`config.mk`:
```
export PLATFORM = sky130hd
export DESIGN_NAME = framed_packet_parser_crc16
export DESIGN_NICKNAME = d
export VERILOG_FILES = /design/src/rtl/core/fpp_pkg.sv /design/src/rtl/core/fpp_ctrl.sv /design/src/rtl/core/fpp_dpath.sv /design/src/rtl/core/framed_packet_parser_crc16.sv
export SDC_FILE = /design/constraint.sdc
export NUM_CORES = 1
export LEC_CHECK = 0
export CAP_MARGIN = 20
export CELL_PAD_IN_SITES_DETAIL_PLACEMENT = 1
export CELL_PAD_IN_SITES_GLOBAL_PLACEMENT = 1
export CORE_MARGIN = 5
export CORE_UTILIZATION = 50
export DETAILED_ROUTE_END_ITERATION = 8
export DONT_BUFFER_PORTS = 1
export PLACE_DENSITY_LB_ADDON = 0.3
export SYNTH_ARGS = -nofsm -noshare
export SYNTH_HDL_FRONTEND = slang
export SYNTH_SLANG_ARGS = --single-unit
```
`constraint.sdc`:
```
create_clock -name clock -period 4.7 [get_ports clock]
set_clock_uncertainty 0.2 [all_clocks]
set_input_delay 0.705 -clock clock [delete_from_list [all_inputs] [get_ports clock]]
set_output_delay 0.705 -clock clock [all_outputs]
set_load 0.005 [all_outputs]
```
`src/rtl/core/fpp_pkg.sv`:
```
// Shared types, constants and the CRC-16/XMODEM byte update for the framed
// packet parser. No dependencies; used by fpp_ctrl, fpp_dpath and the top level.
package fpp_pkg;

   // Default payload buffer depth
   localparam int MAX_PAYLOAD_DEF = 64;

   // Field widths
   localparam int BYTE_W  = 8;
   localparam int LEN_W   = 7;
   localparam int INDEX_W = 6;
   localparam int CRC_W   = 16;
   localparam int CSR_A_W = 8;

   // Register indexes on the csr port
   localparam logic [CSR_A_W-1:0] CSR_SYNC_BYTE  = 8'd0;
   localparam logic [CSR_A_W-1:0] CSR_MAX_LENGTH = 8'd1;

   // Reset values of the registers
   localparam logic [BYTE_W-1:0] SYNC_RESET    = 8'hAA;
   localparam logic [LEN_W-1:0]  MAXLEN_RESET  = 7'd64;

   localparam logic [CRC_W-1:0] CRC_POLY = 16'h1021;

   // Commands from controller to datapath
   typedef struct packed {
      logic crc_start;    // start CRC from zero with the current word
      logic crc_feed;     // fold the current word into the running CRC
      logic load_seq;
      logic load_id;
      logic load_len;     // capture length, clear fill index
      logic store_byte;   // write payload word, bump fill index
      logic load_crc_lo;
      logic emit_load;    // load next result into the output register
   } cmd_type;

   // Status from datapath to controller
   typedef struct packed {
      logic is_sync;
      logic len_ok;
      logic len_zero;
      logic fill_done;
      logic crc_match;
      logic out_free;
      logic emit_last;
   } status_type;

   // One byte through CRC-16/XMODEM, MSB first
   function automatic logic [CRC_W-1:0] crc_feed(input logic [CRC_W-1:0] crc,
                                                 input logic [BYTE_W-1:0] b);
      logic [CRC_W-1:0] c;
      c = crc ^ {b, 8'h00};
      for (int k = 0; k < 8; k++) begin
         if (c[CRC_W-1]) begin
            c = {c[CRC_W-2:0], 1'b0} ^ CRC_POLY;
         end else begin
            c = {c[CRC_W-2:0], 1'b0};
         end
      end
      return c;
   endfunction

endpackage

```
`src/rtl/core/fpp_ctrl.sv`:
```
// Frame parsing state machine: decides per word what the datapath does.
// Depends on fpp_pkg (cmd_type, status_type).
module fpp_ctrl (
   input  logic               clock,
   input  logic               reset,
   input  logic               req_valid,
   output logic               req_ready,
   input  fpp_pkg::status_type sts,
   output fpp_pkg::cmd_type    cmd
);

   localparam logic [2:0] ST_HUNT = 3'd0;
   localparam logic [2:0] ST_SEQ  = 3'd1;
   localparam logic [2:0] ST_ID   = 3'd2;
   localparam logic [2:0] ST_LEN  = 3'd3;
   localparam logic [2:0] ST_DATA = 3'd4;
   localparam logic [2:0] ST_CRC1 = 3'd5;
   localparam logic [2:0] ST_CRC2 = 3'd6;
   localparam logic [2:0] ST_EMIT = 3'd7;

   logic [2:0] state_ff, state_in;
   logic       acc;

   // Input is held off only while a frame is being played out
   assign req_ready = (state_ff != ST_EMIT);
   assign acc       = req_valid && req_ready;

   // Next state and commands
   always_comb begin
      state_in = state_ff;
      cmd      = '0;
      unique case (state_ff)
         ST_HUNT: begin
            if (acc && sts.is_sync) begin
               cmd.crc_start = 1'b1;
               state_in      = ST_SEQ;
            end
         end
         ST_SEQ: begin
            if (acc) begin
               cmd.load_seq = 1'b1;
               cmd.crc_feed = 1'b1;
               state_in     = ST_ID;
            end
         end
         ST_ID: begin
            if (acc) begin
               cmd.load_id  = 1'b1;
               cmd.crc_feed = 1'b1;
               state_in     = ST_LEN;
            end
         end
         ST_LEN: begin
            if (acc) begin
               if (!sts.len_ok) begin
                  state_in = ST_HUNT;
               end else begin
                  cmd.load_len = 1'b1;
                  cmd.crc_feed = 1'b1;
                  state_in     = sts.len_zero ? ST_CRC1 : ST_DATA;
               end
            end
         end
         ST_DATA: begin
            if (acc) begin
               cmd.store_byte = 1'b1;
               cmd.crc_feed   = 1'b1;
               if (sts.fill_done) begin
                  state_in = ST_CRC1;
               end
            end
         end
         ST_CRC1: begin
            if (acc) begin
               cmd.load_crc_lo = 1'b1;
               state_in        = ST_CRC2;
            end
         end
         ST_CRC2: begin
            if (acc) begin
               state_in = sts.crc_match ? ST_EMIT : ST_HUNT;
            end
         end
         ST_EMIT: begin
            if (sts.out_free) begin
               cmd.emit_load = 1'b1;
               if (sts.emit_last) begin
                  state_in = ST_HUNT;
               end
            end
         end
         default: begin
            state_in = ST_HUNT;
         end
      endcase
   end

   // State register
   always_ff @(posedge clock) begin
      if (reset) begin
         state_ff <= ST_HUNT;
      end else begin
         state_ff <= state_in;
      end
   end

endmodule

```
`src/rtl/core/fpp_dpath.sv`:
```
// Datapath: config registers, header capture, running CRC, payload buffer
// and the result output register. Depends on fpp_pkg.
module fpp_dpath #(
   parameter int MAX_PAYLOAD = fpp_pkg::MAX_PAYLOAD_DEF
) (
   input  logic                          clock,
   input  logic                          reset,
   input  logic                          csr_valid,
   input  logic [fpp_pkg::CSR_A_W-1:0]   csr_index,
   input  logic [fpp_pkg::BYTE_W-1:0]    csr_wdata,
   input  logic [fpp_pkg::BYTE_W-1:0]    req_rx_byte,
   input  fpp_pkg::cmd_type              cmd,
   output fpp_pkg::status_type           sts,
   output logic                          rsp_valid,
   input  logic                          rsp_ready,
   output logic [fpp_pkg::BYTE_W-1:0]    rsp_seq_num,
   output logic [fpp_pkg::BYTE_W-1:0]    rsp_message_id,
   output logic [fpp_pkg::LEN_W-1:0]     rsp_payload_length,
   output logic [fpp_pkg::INDEX_W-1:0]   rsp_byte_index,
   output logic [fpp_pkg::BYTE_W-1:0]    rsp_data_byte,
   output logic                          rsp_has_data,
   output logic                          rsp_last
);

   localparam int AW = (MAX_PAYLOAD > 1) ? $clog2(MAX_PAYLOAD) : 1;
   localparam logic [fpp_pkg::BYTE_W-1:0] MAX_LEN_B = fpp_pkg::BYTE_W'(MAX_PAYLOAD);

   logic [fpp_pkg::BYTE_W-1:0] sync_ff;
   logic [fpp_pkg::LEN_W-1:0]  maxlen_ff;
   logic [fpp_pkg::BYTE_W-1:0] seq_ff, id_ff, crc_lo_ff;
   logic [fpp_pkg::LEN_W-1:0]  len_ff, fill_ff, fill_in;
   logic [fpp_pkg::CRC_W-1:0]  crc_ff, crc_upd;
   logic [AW-1:0]              emit_idx_ff, rd_addr;
   logic [fpp_pkg::BYTE_W-1:0] mem_q_ff;
   logic [fpp_pkg::BYTE_W-1:0] mem [MAX_PAYLOAD];
   logic                       rsp_valid_ff;

   // Configuration registers
   always_ff @(posedge clock) begin
      if (reset) begin
         sync_ff   <= fpp_pkg::SYNC_RESET;
         maxlen_ff <= fpp_pkg::MAXLEN_RESET;
      end else if (csr_valid) begin
         if (csr_index == fpp_pkg::CSR_SYNC_BYTE) begin
            sync_ff <= csr_wdata;
         end else if (csr_index == fpp_pkg::CSR_MAX_LENGTH) begin
            maxlen_ff <= csr_wdata[fpp_pkg::LEN_W-1:0];
         end
      end
   end

   // CRC update of the current word, from zero at frame start
   assign crc_upd = fpp_pkg::crc_feed(cmd.crc_start ? '0 : crc_ff, req_rx_byte);
   assign fill_in = fill_ff + 7'd1;

   // Header, CRC and fill tracking
   always_ff @(posedge clock) begin
      if (reset) begin
         seq_ff    <= '0;
         id_ff     <= '0;
         len_ff    <= '0;
         fill_ff   <= '0;
         crc_ff    <= '0;
         crc_lo_ff <= '0;
      end else begin
         if (cmd.crc_start || cmd.crc_feed) begin
            crc_ff <= crc_upd;
         end
         if (cmd.load_seq) begin
            seq_ff <= req_rx_byte;
         end
         if (cmd.load_id) begin
            id_ff <= req_rx_byte;
         end
         if (cmd.load_len) begin
            len_ff <= req_rx_byte[fpp_pkg::LEN_W-1:0];
         end
         if (cmd.crc_start || cmd.load_len) begin
            fill_ff <= '0;
         end else if (cmd.store_byte) begin
            fill_ff <= fill_in;
         end
         if (cmd.load_crc_lo) begin
            crc_lo_ff <= req_rx_byte;
         end
      end
   end

   // Emit index; it rests at zero between frames
   always_ff @(posedge clock) begin
      if (reset) begin
         emit_idx_ff <= '0;
      end else if (cmd.emit_load) begin
         emit_idx_ff <= sts.emit_last ? '0 : emit_idx_ff + AW'(1);
      end
   end

   // Read ahead one entry so the next result is ready as this one loads
   assign rd_addr = emit_idx_ff + AW'(cmd.emit_load);

   // Payload buffer, one write and one registered read per cycle
   always_ff @(posedge clock) begin
      if (cmd.store_byte) begin
         mem[fill_ff[AW-1:0]] <= req_rx_byte;
      end
      mem_q_ff <= mem[rd_addr];
   end

   // Status to the controller
   always_comb begin
      sts.is_sync   = (req_rx_byte == sync_ff);
      sts.len_ok    = !(req_rx_byte > {1'b0, maxlen_ff}) && !(req_rx_byte > MAX_LEN_B);
      sts.len_zero  = (req_rx_byte == '0);
      sts.fill_done = (fill_in >= len_ff);
      sts.crc_match = ({req_rx_byte, crc_lo_ff} == crc_ff);
      sts.out_free  = !rsp_valid_ff || rsp_ready;
      sts.emit_last = (len_ff == '0) ||
                      (fpp_pkg::LEN_W'(emit_idx_ff) + 7'd1 == len_ff);
   end

   // Output register
   always_ff @(posedge clock) begin
      if (reset) begin
         rsp_valid_ff <= 1'b0;
      end else if (cmd.emit_load) begin
         rsp_valid_ff <= 1'b1;
      end else if (rsp_ready) begin
         rsp_valid_ff <= 1'b0;
      end
   end

   always_ff @(posedge clock) begin
      if (cmd.emit_load) begin
         rsp_seq_num        <= seq_ff;
         rsp_message_id     <= id_ff;
         rsp_payload_length <= len_ff;
         rsp_byte_index     <= fpp_pkg::INDEX_W'(emit_idx_ff);
         rsp_data_byte      <= (len_ff == '0) ? '0 : mem_q_ff;
         rsp_has_data       <= (len_ff != '0);
         rsp_last           <= sts.emit_last;
      end
   end

   assign rsp_valid = rsp_valid_ff;

endmodule

```
`src/rtl/core/framed_packet_parser_crc16.sv`:
```
// Framed packet parser with CRC-16/XMODEM check. Input: one word a cycle while
// parsing; each word ahead of the CRC is folded into the CRC in the cycle it
// arrives. On a good CRC the frame is played out from the payload buffer one
// result a cycle while the receiver is ready (len results, or one for an empty
// frame); input is held off for that run. Synchronous active-high reset returns
// to sync hunting with config at defaults; the payload buffer is not cleared.
module framed_packet_parser_crc16 #(
   parameter int MAX_PAYLOAD = fpp_pkg::MAX_PAYLOAD_DEF
) (
   input  logic                          clock,
   input  logic                          reset,
   input  logic                          csr_valid,
   output logic                          csr_ready,
   input  logic [fpp_pkg::CSR_A_W-1:0]   csr_index,
   input  logic [fpp_pkg::BYTE_W-1:0]    csr_wdata,
   input  logic                          req_valid,
   output logic                          req_ready,
   input  logic [fpp_pkg::BYTE_W-1:0]    req_rx_byte,
   output logic                          rsp_valid,
   input  logic                          rsp_ready,
   output logic [fpp_pkg::BYTE_W-1:0]    rsp_seq_num,
   output logic [fpp_pkg::BYTE_W-1:0]    rsp_message_id,
   output logic [fpp_pkg::LEN_W-1:0]     rsp_payload_length,
   output logic [fpp_pkg::INDEX_W-1:0]   rsp_byte_index,
   output logic [fpp_pkg::BYTE_W-1:0]    rsp_data_byte,
   output logic                          rsp_has_data,
   output logic                          rsp_last
);

   fpp_pkg::cmd_type    cmd;
   fpp_pkg::status_type sts;

   // Register writes always taken
   assign csr_ready = 1'b1;

   fpp_ctrl u_ctrl (
      .clock     (clock),
      .reset     (reset),
      .req_valid (req_valid),
      .req_ready (req_ready),
      .sts       (sts),
      .cmd       (cmd)
   );

   fpp_dpath #(
      .MAX_PAYLOAD (MAX_PAYLOAD)
   ) u_dpath (
      .clock              (clock),
      .reset              (reset),
      .csr_valid          (csr_valid),
      .csr_index          (csr_index),
      .csr_wdata          (csr_wdata),
      .req_rx_byte        (req_rx_byte),
      .cmd                (cmd),
      .sts                (sts),
      .rsp_valid          (rsp_valid),
      .rsp_ready          (rsp_ready),
      .rsp_seq_num        (rsp_seq_num),
      .rsp_message_id     (rsp_message_id),
      .rsp_payload_length (rsp_payload_length),
      .rsp_byte_index     (rsp_byte_index),
      .rsp_data_byte      (rsp_data_byte),
      .rsp_has_data       (rsp_has_data),
      .rsp_last           (rsp_last)
   );

endmodule

```
; ---- Word-level counts from Yosys, hierarchy flattened
; Memories as Yosys holds them, arrays and structs flattened. A register that Yosys moved wholly into a read port is not among the register bits.
; Index checks and enable logic that the tools add are counted.
[word_totals]
regBits = 118
output_inout_bits = 42
mem_bits_rw = 512
n_memories = 1
word_cells = 121
in_bits = 29
[op_classes]
order_cmp = 3
n_addsub = 4
reduce_logical = 21
bitwise_logic = 10
n_mux = 42
n_eq_ne = 22
[memory_table]
columns = name, depth, width, read_ports, rd_clocked_by_memory_dff, write_ports, line_no
row1 = u_dpath.mem, 64, 8, 1, 1, 1, fpp_dpath.sv:35  ; logic [fpp_pkg::BYTE_W-1:0] mem [MAX_PAYLOAD];
[op_table]
columns = cell, count
row1 = $mux 13, 8
row2 = $mux 3, 12
row3 = $not 3->3, 8
row4 = $pmux 3 s8, 1
row5 = $mux 1, 17
row6 = $eq 16x16->1, 1
row7 = $logic_not 8->1, 2
row8 = $mux 16, 1
row9 = $ne 2x1->1 const B, 8
row10 = $xor 16x16->16, 1
row11 = $eq 3x3->1 const B, 4
row12 = $reduce_and 10->1, 1
row13 = $eq 8x1->1 const B, 1
row14 = $eq 8x8->1, 1
row15 = $gt 8x7->1, 1
row16 = $gt 8x7->1 const B, 1
row17 = $add 6x1->7 const B, 1
row18 = $add 7x1->7 const B, 1
row19 = $eq 7x7->1, 1
row20 = $ge 7x7->1, 1
row21 = $logic_not 7->1, 1
row22 = $reduce_bool 7->1, 1
row23 = $add 6x1->6, 1
row24 = $add 6x1->6 const B, 1
row25 = other kinds (16), 26

; ---- Longest topological paths before layout
[logic_depth]
ltp_word = 23
mapped_depth = 12
depth_no_buf = 11

; ---- By module
; From an unflattened synthesis, not the netlist that was laid out.
[hier_totals]
hier_cells = 1424
hier_area_um2 = 25633.3
[modules_own_cells]
columns = module, area_per_inst_um2, n_inst, cells_per_inst, seq_area_each_um2
row1 = fpp_dpath, 25301.8, 1, 1377, 18227.5
row2 = fpp_ctrl, 320.3, 1, 45, 60.1
row3 = framed_packet_parser_crc16, 11.3, 1, 2, 0.0

; ---- Worst setup path after synthesis
; No wires, ideal clock.
[synth_timing]
path_type = register to register
from = reg u_ctrl.state_ff[1]
to = reg u_dpath.mem_q_ff[0] (netlist name) (read register of u_dpath.mem)
setup_ns = 0.120
t_arrival_ns = 4.076
n_path_buf = 3
stages_incl_launch_ff = 13
required_time_ns = 4.380
period_less_slack_ns = 4.396
path_slack_ns = 0.304
path_cell_list = dfxtp_1 -> clkbuf_1 -> and3_1 -> nand2_1 -> inv_1 -> ha_1 -> ha_1 -> clkbuf_1 -> clkbuf_1 -> mux4_2 -> mux4_2 -> a22oi_1 -> nand2_1
[synth_lines]
columns = element, line_no
row1 = "start, declared", fpp_ctrl.sv:21  ; logic [2:0] state_ff, state_in;
row2 = "start signal, assigned", fpp_ctrl.sv:103  ; state_ff <= state_in;
row3 = "end, declared", fpp_dpath.sv:34  ; logic [fpp_pkg::BYTE_W-1:0] mem_q_ff;

==> results.md <==
- Routability congestion estimate: roughly 0.81
- Sw frac: 0.205
- Global-route wire length before repair: 99200 um
- Power Total: 11700 uW
- Net Sw Power: around 2400 uW
- Post-synthesis sequential area ratio: 0.708
- Final TNS setup: 0 ns
- P_leak: ~0.009 uW
- Die Y: 237 um
- Max-slew violations: 0
- PD cells: between 400 and 500 nW/um^2
- Non-Filler Instances: 2246
- Final worst path period share: 0.907
- Max-cap violations: 0
- Crit-path max FO: 32
- CP endpoint kind: flop
- Total die area: about 56000 um^2
- Max reg flops: between 500 and 600
- Clock-pin slew on the worst setup and hold paths: approximately 0.060 ns
- Post-synthesis cell area: approximately 26000 um^2
- Fin. Hold Viols: 0
- Combinational Power Share: 0.029
- Antenna-violating nets left: 0
- Fin crit period: roughly 4.3 ns
- Worst slack at placement: roughly 0.4 ns
- Iter 0 DRT Violations: 1422
- # IOs: between 70 and 80
- Post-Syn Instances: 1462
- Vias in the first global route: ~15k
- CTS tree: built
- Area leader, netlist: edfxtp_1
- Most frequent cells after synthesis: edfxtp_1, mux4_2, nor2_1
- Peak VDD IR: 0.309 mV
- Placed Cells: around 2.1k
- Diode count: 0
- CP startpoint kind: flop
- Yosys warning count: 0
- Setup CP Type: flop to flop
- Ys async rst share: 0
- Sink Count: 638
- EDFF count, synth: ~550
- Buffer depth of the longest clock path: 3
- Synth top area share: 0.640
- Synth-to-Final Area Change: 12.7%
- Rel. slew slack: 0.218
- Predominant post-synthesis flop cell: edfxtp_1
- Hold Path Depth: 0
- GRT Util Overall: 0.239
- Leading cell type by number of instances after synthesis: edfxtp_1
- Via density per instance: about 6.2
- Fin worst setup slack: approximately 0.44 ns
- Nets: about 1.6k
- H-Tree Level Count: 3
- Worst-Margin Slew: 1.17 ns
- Reg2Reg Depth: 10
- # resized after CTS: 0
- Core area: between 50000 and 60000 um^2
- Num CTS Buffers: a little under 70
- Req. time, crit path: approximately 5 ns
- Power share of the clock group: 0.442
- Layout cells sized above 1: 0.196
- Hold crit path type: input pin to flop
- Seq cells post-synth: 638
- Area contributors post-synth: edfxtp_1, mux4_2, dfxtp_1
- Placement row count: slightly above 80
- Vias: 13.9k
- Die width: between 200 and 250 um
- Largest net degree at the start of global routing: 77
- Clk root buf: clkbuf_16
- RSZ-0062 raised after global routing: no
- DRC viols: 0
- Buffers on Ports: 0
- Routed wire length: 67600 um
- CP arrival: around 4.5 ns
- Syn nets: between 1.5k and 2k
- Initial antenna violation count: 5
- Routed wire per std cell: ~30 um
- Clk_lat worst skew: a little over 0.6 ns
- Fmax: 0.235 GHz
- Outcome: finished clean
- Detailed Routing Iterations Pass 1: 5
- Cell variety after synth: 68
- Overflow after GRT: 0
- DP HPWL: 38500 um
- Sequential power share: 0.528
- Initial core utilization: 0.504
- Mean Syn Cell Area: 17.7 um^2
- Post-CTS Setup Bufs: 0
- Internal: ~9300 uW
- Final setup violating endpoints: 0
final cells by class:
class	instances	area, um^2
Tap cell	680	851
Clock buffer	101	1930
Timing Repair Buffer	61	664
Multi-Input combinational cell	718	7090
Clock inverter	22	200
Sequential cell	638	18300
Fill cell	4566	22200
Inverter	26	97.6
cells by family (layout without fill, tap and decap cells):
kind of cell	after synthesis	after routing	synth area share
compound gates	128	128	0.0315
xor+xnor	89	89	0.0307
fa+ha+maj	18	18	0.00872
buf+inv	106	210	0.0199
flops	638	638	0.708
mux	183	183	0.148
other cells	1	1	0.000145
simple gates	299	299	0.0530
power groups by stage:
stage	Clock [uW]	Sequential [uW]	Combinational [uW]
finish	5190	6200	343
detailed placement	0	6320	253
floorplan	0	6300	244
global route	5540	6200	371
global placement	0	6320	242
CTS	5270	6200	331
timing repair:
item | in CTS | in global routing
endpoints found under the hold margin | 241 | 20
setup endpoints to repair | 0 | 0
hold buffers | 22 | 5
critical path, cell delays in order, from the launching register on:
cell	delay, ns
dfxtp_1	0.65
and3_1	0.34
nand2_1	0.21
inv_2	0.14
ha_4	0.32
buf_12	0.26
buf_12	0.30
mux4_2	0.57
mux4_2	0.51
a22oi_1	0.45
nand2_1	0.11
placed cells by master (no fill, tap or decap), drive strengths merged, types with 28 or more instances in the layout:
cell,count
dfxtp,87
edfxtp,551
mux4,160
xor2,28
nand2,92
nor2,116
inv,29
clkbuf,101
nand3,30
xnor2,60
buf,38
a21oi,52
worst paths after layout:
| kind | to | from | slack (ns) |
|---|---|---|---|
| setup / recovery | u_dpath.mem_q_ff[7] | u_ctrl.state_ff[0] | 0.44 |
| hold / removal | u_dpath.mem[15][3] | req_rx_byte[3] | 0.03 |
| setup reg to reg | u_dpath.mem_q_ff[7] | u_ctrl.state_ff[0] | 0.44 |
| hold reg to reg | u_dpath.rsp_message_id[2] | u_dpath.id_ff[2] | 0.23 |
through the flow:
| step | area (um^2) | utilization | hold WS (ns) |
|---|---|---|---|
| CTS | 29100 | 0.566 | 0.000873 |
| detailed placement | 26700 | 0.520 | 0.216 |
| global placement | 26700 | 0.520 | 0.216 |
| floorplan | 25800 | - | 0.203 |
| global route | 29100 | 0.568 | 0.000320 |
| finish | 29100 | 0.568 | 0.0348 |
layer usage:
metal	part of all wire	vias up	track usage
met2	0.48	653	0.385
met5	0.00046	-	0
met3	0.091	135	0.0731
met4	0.031	6	0.0736
met1	0.40	7306	0.319
li1	-	5840	-
Note: power is estimated with default switching activity, not from simulation.
